**config.mk**
```make
export PLATFORM = sky130hd
export DESIGN_NAME = spi_flash_command_sequencer_unit
export DESIGN_NICKNAME = d
export VERILOG_FILES = /design/src/hdl/sfcs_pkg.sv /design/src/hdl/sfcs_core.sv /design/src/hdl/sfcs_fifo.sv /design/src/hdl/spi_flash_command_sequencer_unit.sv
export SDC_FILE = /design/constraint.sdc
export NUM_CORES = 1
export LEC_CHECK = 0
export BUFFER_PORTS_ARGS = -buffer_cell sky130_fd_sc_hd__buf_2
export CAP_MARGIN = 15
export CORE_ASPECT_RATIO = 0.7
export CORE_UTILIZATION = 30
export DETAILED_ROUTE_END_ITERATION = 6
export HOLD_SLACK_MARGIN = 0.12
export PLACE_DENSITY = 0.43
export SETUP_SLACK_MARGIN = 0.02
export SYNTH_ARGS = -nofsm -noshare
export SYNTH_HDL_FRONTEND = slang
export SYNTH_SLANG_ARGS = --single-unit
export TNS_END_PERCENT = 50
```
**constraint.sdc**
```tcl
create_clock -name aclk -period 4.3 [get_ports aclk]
set_input_delay 0.43 -clock aclk [delete_from_list [all_inputs] [get_ports aclk]]
set_output_delay 0.43 -clock aclk [all_outputs]
set_load 0.005 [all_outputs]
```
**src/hdl/sfcs_pkg.sv**
```systemverilog
`default_nettype none

package sfcs_pkg;

    localparam int ADDR_FIELD_W = 24;
    localparam int LEN_W        = 25;
    localparam int BYTE_W       = 8;

    localparam int PAGE_BYTES_DEF = 256;
    localparam int ADDR_BITS_DEF  = 24;

    localparam logic [LEN_W-1:0] DEVICE_SIZE_RESET = 25'h100_0000;

    localparam int FIFO_DEPTH = 4;
    localparam int FIFO_AW    = $clog2(FIFO_DEPTH);

    localparam int S_TDATA_W = 64;
    localparam int M_TDATA_W = 24;

    // flash opcodes
    localparam logic [BYTE_W-1:0] OP_WREN   = 8'h06;
    localparam logic [BYTE_W-1:0] OP_WRDI   = 8'h04;
    localparam logic [BYTE_W-1:0] OP_RDSR   = 8'h05;
    localparam logic [BYTE_W-1:0] OP_WRSR   = 8'h01;
    localparam logic [BYTE_W-1:0] OP_READ   = 8'h03;
    localparam logic [BYTE_W-1:0] OP_PROG   = 8'hAD;
    localparam logic [BYTE_W-1:0] OP_BULK   = 8'hC7;
    localparam logic [BYTE_W-1:0] OP_RDID   = 8'h9F;
    localparam logic [BYTE_W-1:0] PAUSE_BYTE = 8'hFF;

    // status register bits
    localparam logic [BYTE_W-1:0] SR_BUSY = 8'h01;
    localparam logic [BYTE_W-1:0] SR_WEL  = 8'h02;
    localparam logic [BYTE_W-1:0] SR_BP   = 8'h3C;

    typedef enum logic [2:0] {
        MODE_READ    = 3'd0,
        MODE_WRITE   = 3'd1,
        MODE_ERASE   = 3'd2,
        MODE_ID      = 3'd3,
        MODE_REPLY   = 3'd4,
        MODE_PAYLOAD = 3'd5
    } mode_t;

    typedef enum logic [1:0] {
        OPER_READ  = 2'd0,
        OPER_WRITE = 2'd1,
        OPER_ERASE = 2'd2,
        OPER_ID    = 2'd3
    } oper_t;

    typedef enum logic [2:0] {
        KIND_XFER = 3'd0,
        KIND_DATA = 3'd1,
        KIND_WANT = 3'd2,
        KIND_DONE = 3'd3,
        KIND_ERR  = 3'd4
    } kind_t;

    typedef enum logic [4:0] {
        ST_IDLE, ST_POLL_CMD, ST_POLL_READ, ST_POLL_PAUSE, ST_WREN_CMD,
        ST_WREN_PAUSE, ST_WRSR_CMD, ST_WRSR_VAL, ST_WRSR_PAUSE, ST_OPCODE,
        ST_ADDR, ST_RD_DATA, ST_PAY_WAIT, ST_PAY_SENT, ST_PG_PAUSE,
        ST_WRDI_CMD, ST_WRDI_PAUSE, ST_ID_DATA, ST_END_PAUSE
    } step_t;

    typedef struct packed {
        kind_t             kind;
        logic [BYTE_W-1:0] spi_byte;
        logic              select_active;
        logic [BYTE_W-1:0] host_byte;
        logic              last;
    } res_t;

    typedef struct packed {
        logic [1:0] count;
        res_t       r0;
        res_t       r1;
    } res_pair_t;

    function automatic res_t mk_xfer(logic [BYTE_W-1:0] b, logic sel);
        res_t r;
        r.kind          = KIND_XFER;
        r.spi_byte      = b;
        r.select_active = sel;
        r.host_byte     = '0;
        r.last          = 1'b0;
        return r;
    endfunction

    function automatic res_t mk_kind(kind_t k);
        res_t r;
        r.kind          = k;
        r.spi_byte      = '0;
        r.select_active = 1'b0;
        r.host_byte     = '0;
        r.last          = 1'b0;
        return r;
    endfunction

    function automatic res_t mk_data(logic [BYTE_W-1:0] h);
        res_t r;
        r.kind          = KIND_DATA;
        r.spi_byte      = '0;
        r.select_active = 1'b0;
        r.host_byte     = h;
        r.last          = 1'b0;
        return r;
    endfunction

endpackage

`default_nettype wire

```
**src/hdl/sfcs_core.sv**
```systemverilog
`default_nettype none

module sfcs_core
    import sfcs_pkg::*;
#(
    parameter int PAGE_BYTES = PAGE_BYTES_DEF,
    parameter int ADDR_BITS  = ADDR_BITS_DEF
) (
    input  wire logic                    aclk,
    input  wire logic                    aresetn,
    input  wire logic                    fire,
    input  wire logic [2:0]              mode,
    input  wire logic [ADDR_FIELD_W-1:0] address,
    input  wire logic [LEN_W-1:0]        length,
    input  wire logic [BYTE_W-1:0]       data_byte,
    input  wire logic [LEN_W-1:0]        device_size,
    output res_pair_t                    res
);

    // page size is a power of two
    localparam int PAGE_BITS  = $clog2(PAGE_BYTES);
    localparam int PG_W       = PAGE_BITS + 1;
    localparam int ADDR_BYTES = (ADDR_BITS + 7) / 8;
    localparam logic [1:0] ADDR_ID_INIT = 2'(ADDR_BYTES - 1);
    localparam logic [1:0] ID_INIT      = 2'd3;
    localparam logic [LEN_W-1:0] ADDR_SPAN = LEN_W'(1) << ADDR_BITS;

    step_t                 step_reg, step_next;
    oper_t                 op_reg, op_next;
    logic [ADDR_BITS-1:0]  cur_reg, cur_next;
    logic [LEN_W-1:0]      rem_reg, rem_next;
    logic [PG_W-1:0]       pg_reg, pg_next;
    logic [BYTE_W-1:0]     stat_reg, stat_next;
    logic [1:0]            id_reg, id_next;

    mode_t                 mode_c;
    logic                  is_rw;
    logic                  range_bad;
    logic [LEN_W-1:0]      limit;
    logic [LEN_W:0]        req_end;
    logic [ADDR_BITS-1:0]  addr_m;
    logic [ADDR_BITS-1:0]  cur_inc;
    logic [LEN_W-1:0]      rem_dec;
    logic [PG_W-1:0]       pg_dec;
    logic [1:0]            id_dec;
    logic [PG_W-1:0]       pg_req;
    logic [PG_W-1:0]       pg_cur;
    logic                  prot;
    step_t                 wren_after_step;
    step_t                 poll_after_step;
    logic [BYTE_W-1:0]     wren_after_byte;
    logic [BYTE_W-1:0]     poll_after_byte;
    logic [ADDR_FIELD_W-1:0] cur_ext;
    logic [BYTE_W-1:0]     addr_first;
    logic [BYTE_W-1:0]     addr_more;

    function automatic logic [PG_W-1:0] page_room(logic [ADDR_BITS-1:0] a,
                                                  logic [LEN_W-1:0] n);
        logic [PG_W-1:0] room;
        room = PG_W'(PAGE_BYTES) - PG_W'(a[PAGE_BITS-1:0]);
        return (LEN_W'(room) < n) ? room : PG_W'(n);
    endfunction

    function automatic logic [BYTE_W-1:0] addr_sel(logic [ADDR_FIELD_W-1:0] a,
                                                   logic [1:0] idx);
        logic [BYTE_W-1:0] b;
        unique case (idx)
            2'd0:    b = a[7:0];
            2'd1:    b = a[15:8];
            2'd2:    b = a[23:16];
            default: b = '0;
        endcase
        return b;
    endfunction

    assign mode_c    = mode_t'(mode);
    assign is_rw     = (mode_c == MODE_READ) || (mode_c == MODE_WRITE);
    assign limit     = (device_size < ADDR_SPAN) ? device_size : ADDR_SPAN;
    assign req_end   = (LEN_W+1)'(address) + (LEN_W+1)'(length);
    assign range_bad = req_end > (LEN_W+1)'(limit);
    assign addr_m    = address[ADDR_BITS-1:0];
    assign cur_inc   = cur_reg + ADDR_BITS'(1);
    assign rem_dec   = (rem_reg != '0) ? rem_reg - LEN_W'(1) : '0;
    assign pg_dec    = (pg_reg != '0) ? pg_reg - PG_W'(1) : '0;
    assign id_dec    = (id_reg != '0) ? id_reg - 2'd1 : '0;
    assign pg_req    = page_room(addr_m, length);
    assign pg_cur    = page_room(cur_reg, rem_reg);
    assign prot      = (stat_reg & SR_BP) != '0;
    assign cur_ext   = ADDR_FIELD_W'(cur_reg);
    assign addr_first = addr_sel(cur_ext, ADDR_ID_INIT);
    assign addr_more  = addr_sel(cur_ext, id_dec);

    // write enable is followed by erase opcode, protect clear, or program opcode
    always_comb begin
        if (op_reg != OPER_ERASE && prot) begin
            wren_after_step = ST_WRSR_CMD;
        end else begin
            wren_after_step = ST_OPCODE;
        end
        if (op_reg == OPER_ERASE) begin
            wren_after_byte = OP_BULK;
        end else if (prot) begin
            wren_after_byte = OP_WRSR;
        end else begin
            wren_after_byte = OP_PROG;
        end
    end

    always_comb begin
        if (op_reg == OPER_READ || op_reg == OPER_ID) begin
            poll_after_step = ST_OPCODE;
        end else if ((stat_reg & SR_WEL) == '0) begin
            poll_after_step = ST_WREN_CMD;
        end else begin
            poll_after_step = wren_after_step;
        end
        if (op_reg == OPER_READ) begin
            poll_after_byte = OP_READ;
        end else if (op_reg == OPER_ID) begin
            poll_after_byte = OP_RDID;
        end else if ((stat_reg & SR_WEL) == '0) begin
            poll_after_byte = OP_WREN;
        end else begin
            poll_after_byte = wren_after_byte;
        end
    end

    // next state
    always_comb begin
        step_next = step_reg;
        op_next   = op_reg;
        cur_next  = cur_reg;
        rem_next  = rem_reg;
        pg_next   = pg_reg;
        stat_next = stat_reg;
        id_next   = id_reg;
        if (fire) begin
            case (mode_c)
                MODE_READ, MODE_WRITE, MODE_ERASE, MODE_ID: begin
                    if (step_reg == ST_IDLE && !(is_rw && range_bad)) begin
                        if (is_rw) begin
                            cur_next = addr_m;
                            rem_next = length;
                        end
                        if (!(mode_c == MODE_WRITE && length == '0)) begin
                            if (mode_c == MODE_WRITE) begin
                                pg_next = pg_req;
                            end
                            op_next   = oper_t'(mode[1:0]);
                            step_next = ST_POLL_CMD;
                        end
                    end
                end
                MODE_REPLY: begin
                    unique case (step_reg)
                        ST_POLL_CMD:   step_next = ST_POLL_READ;
                        ST_POLL_READ: begin
                            stat_next = data_byte;
                            step_next = ST_POLL_PAUSE;
                        end
                        ST_POLL_PAUSE: begin
                            step_next = ((stat_reg & SR_BUSY) != '0) ? ST_POLL_CMD
                                                                     : poll_after_step;
                        end
                        ST_WREN_CMD:   step_next = ST_WREN_PAUSE;
                        ST_WREN_PAUSE: step_next = wren_after_step;
                        ST_WRSR_CMD:   step_next = ST_WRSR_VAL;
                        ST_WRSR_VAL:   step_next = ST_WRSR_PAUSE;
                        ST_WRSR_PAUSE: step_next = ST_OPCODE;
                        ST_OPCODE: begin
                            if (op_reg == OPER_ERASE) begin
                                step_next = ST_END_PAUSE;
                            end else if (op_reg == OPER_ID) begin
                                id_next   = ID_INIT;
                                step_next = ST_ID_DATA;
                            end else begin
                                id_next   = ADDR_ID_INIT;
                                step_next = ST_ADDR;
                            end
                        end
                        ST_ADDR: begin
                            if (id_reg != '0) begin
                                id_next = id_dec;
                            end else if (op_reg == OPER_READ) begin
                                step_next = (rem_reg != '0) ? ST_RD_DATA : ST_END_PAUSE;
                            end else begin
                                step_next = ST_PAY_WAIT;
                            end
                        end
                        ST_RD_DATA: begin
                            rem_next  = rem_dec;
                            cur_next  = cur_inc;
                            step_next = (rem_dec != '0) ? ST_RD_DATA : ST_END_PAUSE;
                        end
                        ST_ID_DATA: begin
                            id_next   = id_dec;
                            step_next = (id_dec != '0) ? ST_ID_DATA : ST_END_PAUSE;
                        end
                        ST_PAY_SENT: begin
                            pg_next   = pg_dec;
                            rem_next  = rem_dec;
                            cur_next  = cur_inc;
                            step_next = (pg_dec != '0) ? ST_PAY_WAIT : ST_PG_PAUSE;
                        end
                        ST_PG_PAUSE:   step_next = ST_WRDI_CMD;
                        ST_WRDI_CMD:   step_next = ST_WRDI_PAUSE;
                        ST_WRDI_PAUSE: begin
                            if (rem_reg != '0) begin
                                pg_next   = pg_cur;
                                step_next = ST_POLL_CMD;
                            end else begin
                                step_next = ST_IDLE;
                            end
                        end
                        ST_END_PAUSE:  step_next = ST_IDLE;
                        default: ;
                    endcase
                end
                MODE_PAYLOAD: begin
                    if (step_reg == ST_PAY_WAIT) begin
                        step_next = ST_PAY_SENT;
                    end
                end
                default: ;
            endcase
        end
    end

    // results
    always_comb begin
        res.count = 2'd0;
        res.r0    = mk_kind(KIND_DONE);
        res.r1    = mk_kind(KIND_DONE);
        if (fire) begin
            case (mode_c)
                MODE_READ, MODE_WRITE, MODE_ERASE, MODE_ID: begin
                    if (step_reg == ST_IDLE) begin
                        res.count = 2'd1;
                        if (is_rw && range_bad) begin
                            res.r0 = mk_kind(KIND_ERR);
                        end else if (mode_c == MODE_WRITE && length == '0) begin
                            res.r0 = mk_kind(KIND_DONE);
                        end else begin
                            res.r0 = mk_xfer(OP_RDSR, 1'b1);
                        end
                    end
                end
                MODE_REPLY: begin
                    res.count = 2'd1;
                    unique case (step_reg)
                        ST_POLL_CMD:   res.r0 = mk_xfer(PAUSE_BYTE, 1'b1);
                        ST_POLL_READ:  res.r0 = mk_xfer(PAUSE_BYTE, 1'b0);
                        ST_POLL_PAUSE: begin
                            res.r0 = ((stat_reg & SR_BUSY) != '0)
                                     ? mk_xfer(OP_RDSR, 1'b1) : mk_xfer(poll_after_byte, 1'b1);
                        end
                        ST_WREN_CMD:   res.r0 = mk_xfer(PAUSE_BYTE, 1'b0);
                        ST_WREN_PAUSE: res.r0 = mk_xfer(wren_after_byte, 1'b1);
                        ST_WRSR_CMD:   res.r0 = mk_xfer(stat_reg & ~SR_BP, 1'b1);
                        ST_WRSR_VAL:   res.r0 = mk_xfer(PAUSE_BYTE, 1'b0);
                        ST_WRSR_PAUSE: res.r0 = mk_xfer(OP_PROG, 1'b1);
                        ST_OPCODE: begin
                            if (op_reg == OPER_ERASE) begin
                                res.r0 = mk_xfer(PAUSE_BYTE, 1'b0);
                            end else if (op_reg == OPER_ID) begin
                                res.r0 = mk_xfer(PAUSE_BYTE, 1'b1);
                            end else begin
                                res.r0 = mk_xfer(addr_first, 1'b1);
                            end
                        end
                        ST_ADDR: begin
                            if (id_reg != '0) begin
                                res.r0 = mk_xfer(addr_more, 1'b1);
                            end else if (op_reg == OPER_READ) begin
                                res.r0 = mk_xfer(PAUSE_BYTE, rem_reg != '0);
                            end else begin
                                res.r0 = mk_kind(KIND_WANT);
                            end
                        end
                        ST_RD_DATA: begin
                            res.count = 2'd2;
                            res.r0    = mk_data(data_byte);
                            res.r1    = mk_xfer(PAUSE_BYTE, rem_dec != '0);
                        end
                        ST_ID_DATA: begin
                            res.count = 2'd2;
                            res.r0    = mk_data(data_byte);
                            res.r1    = mk_xfer(PAUSE_BYTE, id_dec != '0);
                        end
                        ST_PAY_SENT: begin
                            res.r0 = (pg_dec != '0) ? mk_kind(KIND_WANT)
                                                    : mk_xfer(PAUSE_BYTE, 1'b0);
                        end
                        ST_PG_PAUSE:   res.r0 = mk_xfer(OP_WRDI, 1'b1);
                        ST_WRDI_CMD:   res.r0 = mk_xfer(PAUSE_BYTE, 1'b0);
                        ST_WRDI_PAUSE: begin
                            res.r0 = (rem_reg != '0) ? mk_xfer(OP_RDSR, 1'b1)
                                                     : mk_kind(KIND_DONE);
                        end
                        ST_END_PAUSE:  res.r0 = mk_kind(KIND_DONE);
                        default:       res.count = 2'd0;
                    endcase
                end
                MODE_PAYLOAD: begin
                    if (step_reg == ST_PAY_WAIT) begin
                        res.count = 2'd1;
                        res.r0    = mk_xfer(data_byte, 1'b1);
                    end
                end
                default: ;
            endcase
        end
        res.r0.last = (res.count == 2'd1);
        res.r1.last = (res.count == 2'd2);
    end

    always_ff @(posedge aclk) begin
        if (!aresetn) begin
            step_reg <= ST_IDLE;
            op_reg   <= OPER_READ;
            cur_reg  <= '0;
            rem_reg  <= '0;
            pg_reg   <= '0;
            stat_reg <= '0;
            id_reg   <= '0;
        end else begin
            step_reg <= step_next;
            op_reg   <= op_next;
            cur_reg  <= cur_next;
            rem_reg  <= rem_next;
            pg_reg   <= pg_next;
            stat_reg <= stat_next;
            id_reg   <= id_next;
        end
    end

endmodule

`default_nettype wire

```
**src/hdl/sfcs_fifo.sv**
```systemverilog
`default_nettype none

module sfcs_fifo
    import sfcs_pkg::*;
(
    input  wire logic      aclk,
    input  wire logic      aresetn,
    input  wire res_pair_t push,
    output logic           room2,
    output logic           out_valid,
    input  wire logic      out_ready,
    output res_t           out_res
);

    res_t                 mem_reg [FIFO_DEPTH];
    logic [FIFO_AW-1:0]   wr_ptr_reg, wr_ptr_next;
    logic [FIFO_AW-1:0]   rd_ptr_reg, rd_ptr_next;
    logic [FIFO_AW:0]     cnt_reg, cnt_next;
    logic                 pop;

    assign out_valid = cnt_reg != '0;
    assign out_res   = mem_reg[rd_ptr_reg];
    assign room2     = cnt_reg <= (FIFO_AW+1)'(FIFO_DEPTH - 2);
    assign pop       = out_valid && out_ready;

    always_comb begin
        wr_ptr_next = wr_ptr_reg + FIFO_AW'(push.count);
        rd_ptr_next = rd_ptr_reg + FIFO_AW'(pop);
        cnt_next    = cnt_reg + (FIFO_AW+1)'(push.count) - (FIFO_AW+1)'(pop);
    end

    always_ff @(posedge aclk) begin
        if (push.count != 2'd0) begin
            mem_reg[wr_ptr_reg] <= push.r0;
        end
        if (push.count == 2'd2) begin
            mem_reg[wr_ptr_reg + FIFO_AW'(1)] <= push.r1;
        end
    end

    always_ff @(posedge aclk) begin
        if (!aresetn) begin
            wr_ptr_reg <= '0;
            rd_ptr_reg <= '0;
            cnt_reg    <= '0;
        end else begin
            wr_ptr_reg <= wr_ptr_next;
            rd_ptr_reg <= rd_ptr_next;
            cnt_reg    <= cnt_next;
        end
    end

endmodule

`default_nettype wire

```
**src/hdl/spi_flash_command_sequencer_unit.sv**
```systemverilog
// a taken beat is held in the input register, then its results go to the output queue
// throughput: one input beat per cycle while the output queue has room for two results;
//   output one beat per cycle under m_tready, so read or id data beats can hold the input side
// reset: synchronous active-low aresetn, sequencer idle, device_size back to 16 MiB,
//   input and output queues empty
`default_nettype none

module spi_flash_command_sequencer_unit
    import sfcs_pkg::*;
#(
    parameter int PAGE_BYTES = PAGE_BYTES_DEF,
    parameter int ADDR_BITS  = ADDR_BITS_DEF
) (
    input  wire logic                 aclk,
    input  wire logic                 aresetn,
    input  wire logic                 cfg_we,
    input  wire logic [LEN_W-1:0]     cfg_wdata,
    input  wire logic                 s_tvalid,
    output logic                      s_tready,
    input  wire logic [S_TDATA_W-1:0] s_tdata,   // address[23:0], length[48:24], data_byte[56:49]
    input  wire logic [2:0]           s_tuser,   // mode[2:0]
    output logic                      m_tvalid,
    input  wire logic                 m_tready,
    output logic [M_TDATA_W-1:0]      m_tdata,   // spi_byte[7:0], select_active[8], host_byte[16:9]
    output logic [2:0]                m_tuser,   // kind[2:0]
    output logic                      m_tlast
);

    logic [LEN_W-1:0]        dev_size_reg;
    logic                    in_valid_reg;
    logic [2:0]              mode_reg;
    logic [ADDR_FIELD_W-1:0] addr_reg;
    logic [LEN_W-1:0]        len_reg;
    logic [BYTE_W-1:0]       data_reg;
    logic                    fifo_room2;
    logic                    proc_fire;
    res_pair_t               res;
    res_t                    out_res;

    assign proc_fire = in_valid_reg && fifo_room2;
    assign s_tready  = !in_valid_reg || proc_fire;

    always_ff @(posedge aclk) begin
        if (!aresetn) begin
            dev_size_reg <= DEVICE_SIZE_RESET;
            in_valid_reg <= 1'b0;
        end else begin
            if (cfg_we) begin
                dev_size_reg <= cfg_wdata;
            end
            if (s_tready) begin
                in_valid_reg <= s_tvalid;
            end
        end
    end

    // beat payload
    always_ff @(posedge aclk) begin
        if (s_tready && s_tvalid) begin
            mode_reg <= s_tuser;
            addr_reg <= s_tdata[23:0];
            len_reg  <= s_tdata[48:24];
            data_reg <= s_tdata[56:49];
        end
    end

    sfcs_core #(
        .PAGE_BYTES (PAGE_BYTES),
        .ADDR_BITS  (ADDR_BITS)
    ) u_core (
        .aclk        (aclk),
        .aresetn     (aresetn),
        .fire        (proc_fire),
        .mode        (mode_reg),
        .address     (addr_reg),
        .length      (len_reg),
        .data_byte   (data_reg),
        .device_size (dev_size_reg),
        .res         (res)
    );

    sfcs_fifo u_fifo (
        .aclk      (aclk),
        .aresetn   (aresetn),
        .push      (res),
        .room2     (fifo_room2),
        .out_valid (m_tvalid),
        .out_ready (m_tready),
        .out_res   (out_res)
    );

    assign m_tdata = M_TDATA_W'({out_res.host_byte, out_res.select_active, out_res.spi_byte});
    assign m_tuser = out_res.kind;
    assign m_tlast = out_res.last;

endmodule

`default_nettype wire
```
==> metrics.txt <==
Crit path required time=4.73 ns; leakage power=0.00818 uW; DR vias/cell=5.48; worst-path fanout max=4; layout cells sized above 1=24.3%; most used flip-flop cell after synthesis=dfxtp_1; row count=69; Worst Skew=0.0241 ns; cell count after synthesis=1753; FF+latch count, synth=252; Hold Crit Class=in -> reg; initial antenna violation count=1; crit path to=u_fifo.mem_reg[0][9]; Critical Path AT=5.28 ns; DR vias=15190; Remaining Overflow, GRT=0; clk buf depth=3; root buf cell=clkbuf_16; pre-CTS setup slack=-0.797 ns; final setup fails=89; Routed Antenna Nets=0; vias in the first global route=14311; Slew headroom=36.9%; Seq/Total Area, Yosys=39.0%; CP endpoint kind=register; post-DP HPWL=43200 um; Num CTS Buffers=30; EDFF count, synth=108; FF-to-FF setup slack=-0.54 ns; type of origin of the critical path=register; PwrDens=379 nW/um^2; # DRC=1; first-pass GRT wire length=89100 um; Initial DRC Count=1562; RSZ-0062 raised after global routing=true; Area Overhead vs Synth=31.5%; CP max stage cell=or4b_4; Post-Syn Area per Cell=8.96 um^2; failing checks=design-rule violations, negative setup slack; worst setup margin=-0.543 ns; number of H-tree levels=1; critical path's most frequent cell=a211oi_4; outcome=finished, violations left; Synth Cell Area=15700 um^2; Ports=127; post-layout util=40.4%; Die Area=53300 um^2; worst flop-to-flop path endpoint=u_fifo.mem_reg[0][9]; PortBufs=112; most frequent cells in the layout=buf_4, nand2_1, nor2_1; CP cell instances=ha_2, inv_2, fa_2, nor2b_1, o21ai_1, a21o_1, a21oi_4, o21ai_4, a31oi_4, or4b_4, nand4_1, ha_1, and3_4, a221o_1, a31oi_2, o22a_1, nand3_4, buf_12, buf_6, a211oi_4, buf_4, a211oi_4, o22ai_1; max reg flops=84; TritonRoute pass-1 iters=7; final-report hold violation count=0; Initial Utilization=30.7%; largest net degree at the start of global routing=56; Yosys cell types=103; die extent in y=193 um; Final min period=4.84 ns; detailed-route wire length per cell=21.5 um; max-cap violations=0; Core Area=51200 um^2; Critical Path Max Stage Delay=0.49 ns; Final period util=113%; Worst-Margin Slew=0.931 ns; clk slew on worst S/H paths=0.07 ns; Max Fclk=206 MHz; Ys Warns=0; RR Startpoint=len_reg[0]; WL final=59600 um; Total Nets Final=2255; CP Launch Point=len_reg[0]; CTS Sinks=252; Slew Limit Fails=0; CTS tree=done; most common library cell in the layout ignoring fill and taps=buf_4; Async SR Flop Fraction=0%; routability cong.=0.930; worst setup path class=reg -> reg; GRT Util Overall=21.8%; Clock Latency Late Sink=0.60 ns; peak supply drop=0.281 mV; area post-placement=18100 um^2; R2R depth=23; Die Wd=276 um; hold path startpoint=cfg_wdata[24]; fin area=20700 um^2; Antenna diodes=0
## area by class of cell
type                            count  area, um^2
Clock inverter                     17         160
Multi-Input combinational cell   1342        9340
Tap cell                          674         843
Timing Repair Buffer              400        3200
Clock buffer                       39         815
Fill cell                        5156       30500
Inverter                           50         188
Sequential cell                   252        6130
## synthesized netlist by cell type (24+ instances only)
library cell	count	area, um^2
nand2_1	171	642
nor2_1	156	586
dfxtp_1	144	2880
o21ai_0	123	616
edfxtp_1	108	3240
a21oi_1	106	531
nand3_1	92	460
ha_1	80	1000
clkbuf_1	70	263
mux2i_1	58	581
nor3_1	49	245
inv_1	48	180
xnor2_1	35	307
o211ai_1	31	233
a21o_1	30	225
nor4_1	29	181
nand4_1	25	156
a211oi_1	24	180
## worst min path at each step
stage,endpoint,depth (start not counted)
after floorplan,u_fifo.mem_reg[3][1],2
after global placement,u_fifo.mem_reg[3][1],2
after detailed placement,u_fifo.mem_reg[3][3],2
after CTS,dev_size_reg[24],3
after global routing,dev_size_reg[24],3
final,dev_size_reg[24],3
## through the flow
| stage | power, uW | hold slack [ns] | cells | setup TNS [ns] |
|---|---|---|---|---|
| detailed placement | 5020 | 0.444 | 2605 | -51.72 |
| CTS | 7810 | 0.175 | 2760 | -33.22 |
| global route | 8230 | 0.193 | 2774 | -55.79 |
| floorplan | 4130 | 0.420 | 1759 | 0 |
| global placement | 5010 | 0.431 | 2605 | -41.37 |
| finish | 7830 | 0.205 | 2774 | -36.24 |
## critical path: cells and delay by family, from the launching register on
family | cells | cell delay [ns]
AOI/OAI and AO/OA | 11 | 2.20
adders and majority gates | 3 | 0.65
buffers and inverters | 4 | 0.49
DFF | 1 | 0.40
and+or+nand+nor | 5 | 0.93
## cells by family (layout without fill, tap and decap cells)
kind of cell               after synthesis  in the layout  synth area share [%]
buffers and inverters                  165            506                  4.94
adders and majority gates               82             82                  6.62
DFF                                    252            252                  39.0
xor gates and xnor gates                46             46                  2.56
other                                    1              7                0.0239
and+or+nand+nor                        644            644                  20.1
muxes                                   80             80                  6.78
AOI/OAI and AO/OA                      483            483                  20.0
## power by group
| part | internal, uW | switching [uW] | leakage [uW] |
|---|---|---|---|
| clock network | 1460 | 1110 | 0.000473 |
| logic | 1120 | 1350 | 0.00549 |
| registers | 2620 | 178 | 0.00221 |
## what timing repair did
action / CTS / global route
buffers inserted: 10 / 12
setup endpoints to repair: 89 / 89
resized for setup: 65 / 54
gates cloned: 4 / 3
endpoints found under the hold margin: 85 / 0
hold buffers: 85 / 0
pin swaps: 50 / 31
## metal layers
layer,track usage [%],part of all wire (%),routed length (um)
met5,0,0.015,9
met4,3.66,1.5,888
met3,4.21,8.4,5010
met2,28.8,38,22700
met1,35.7,52,31000
(Power assumes the default switching activity.)
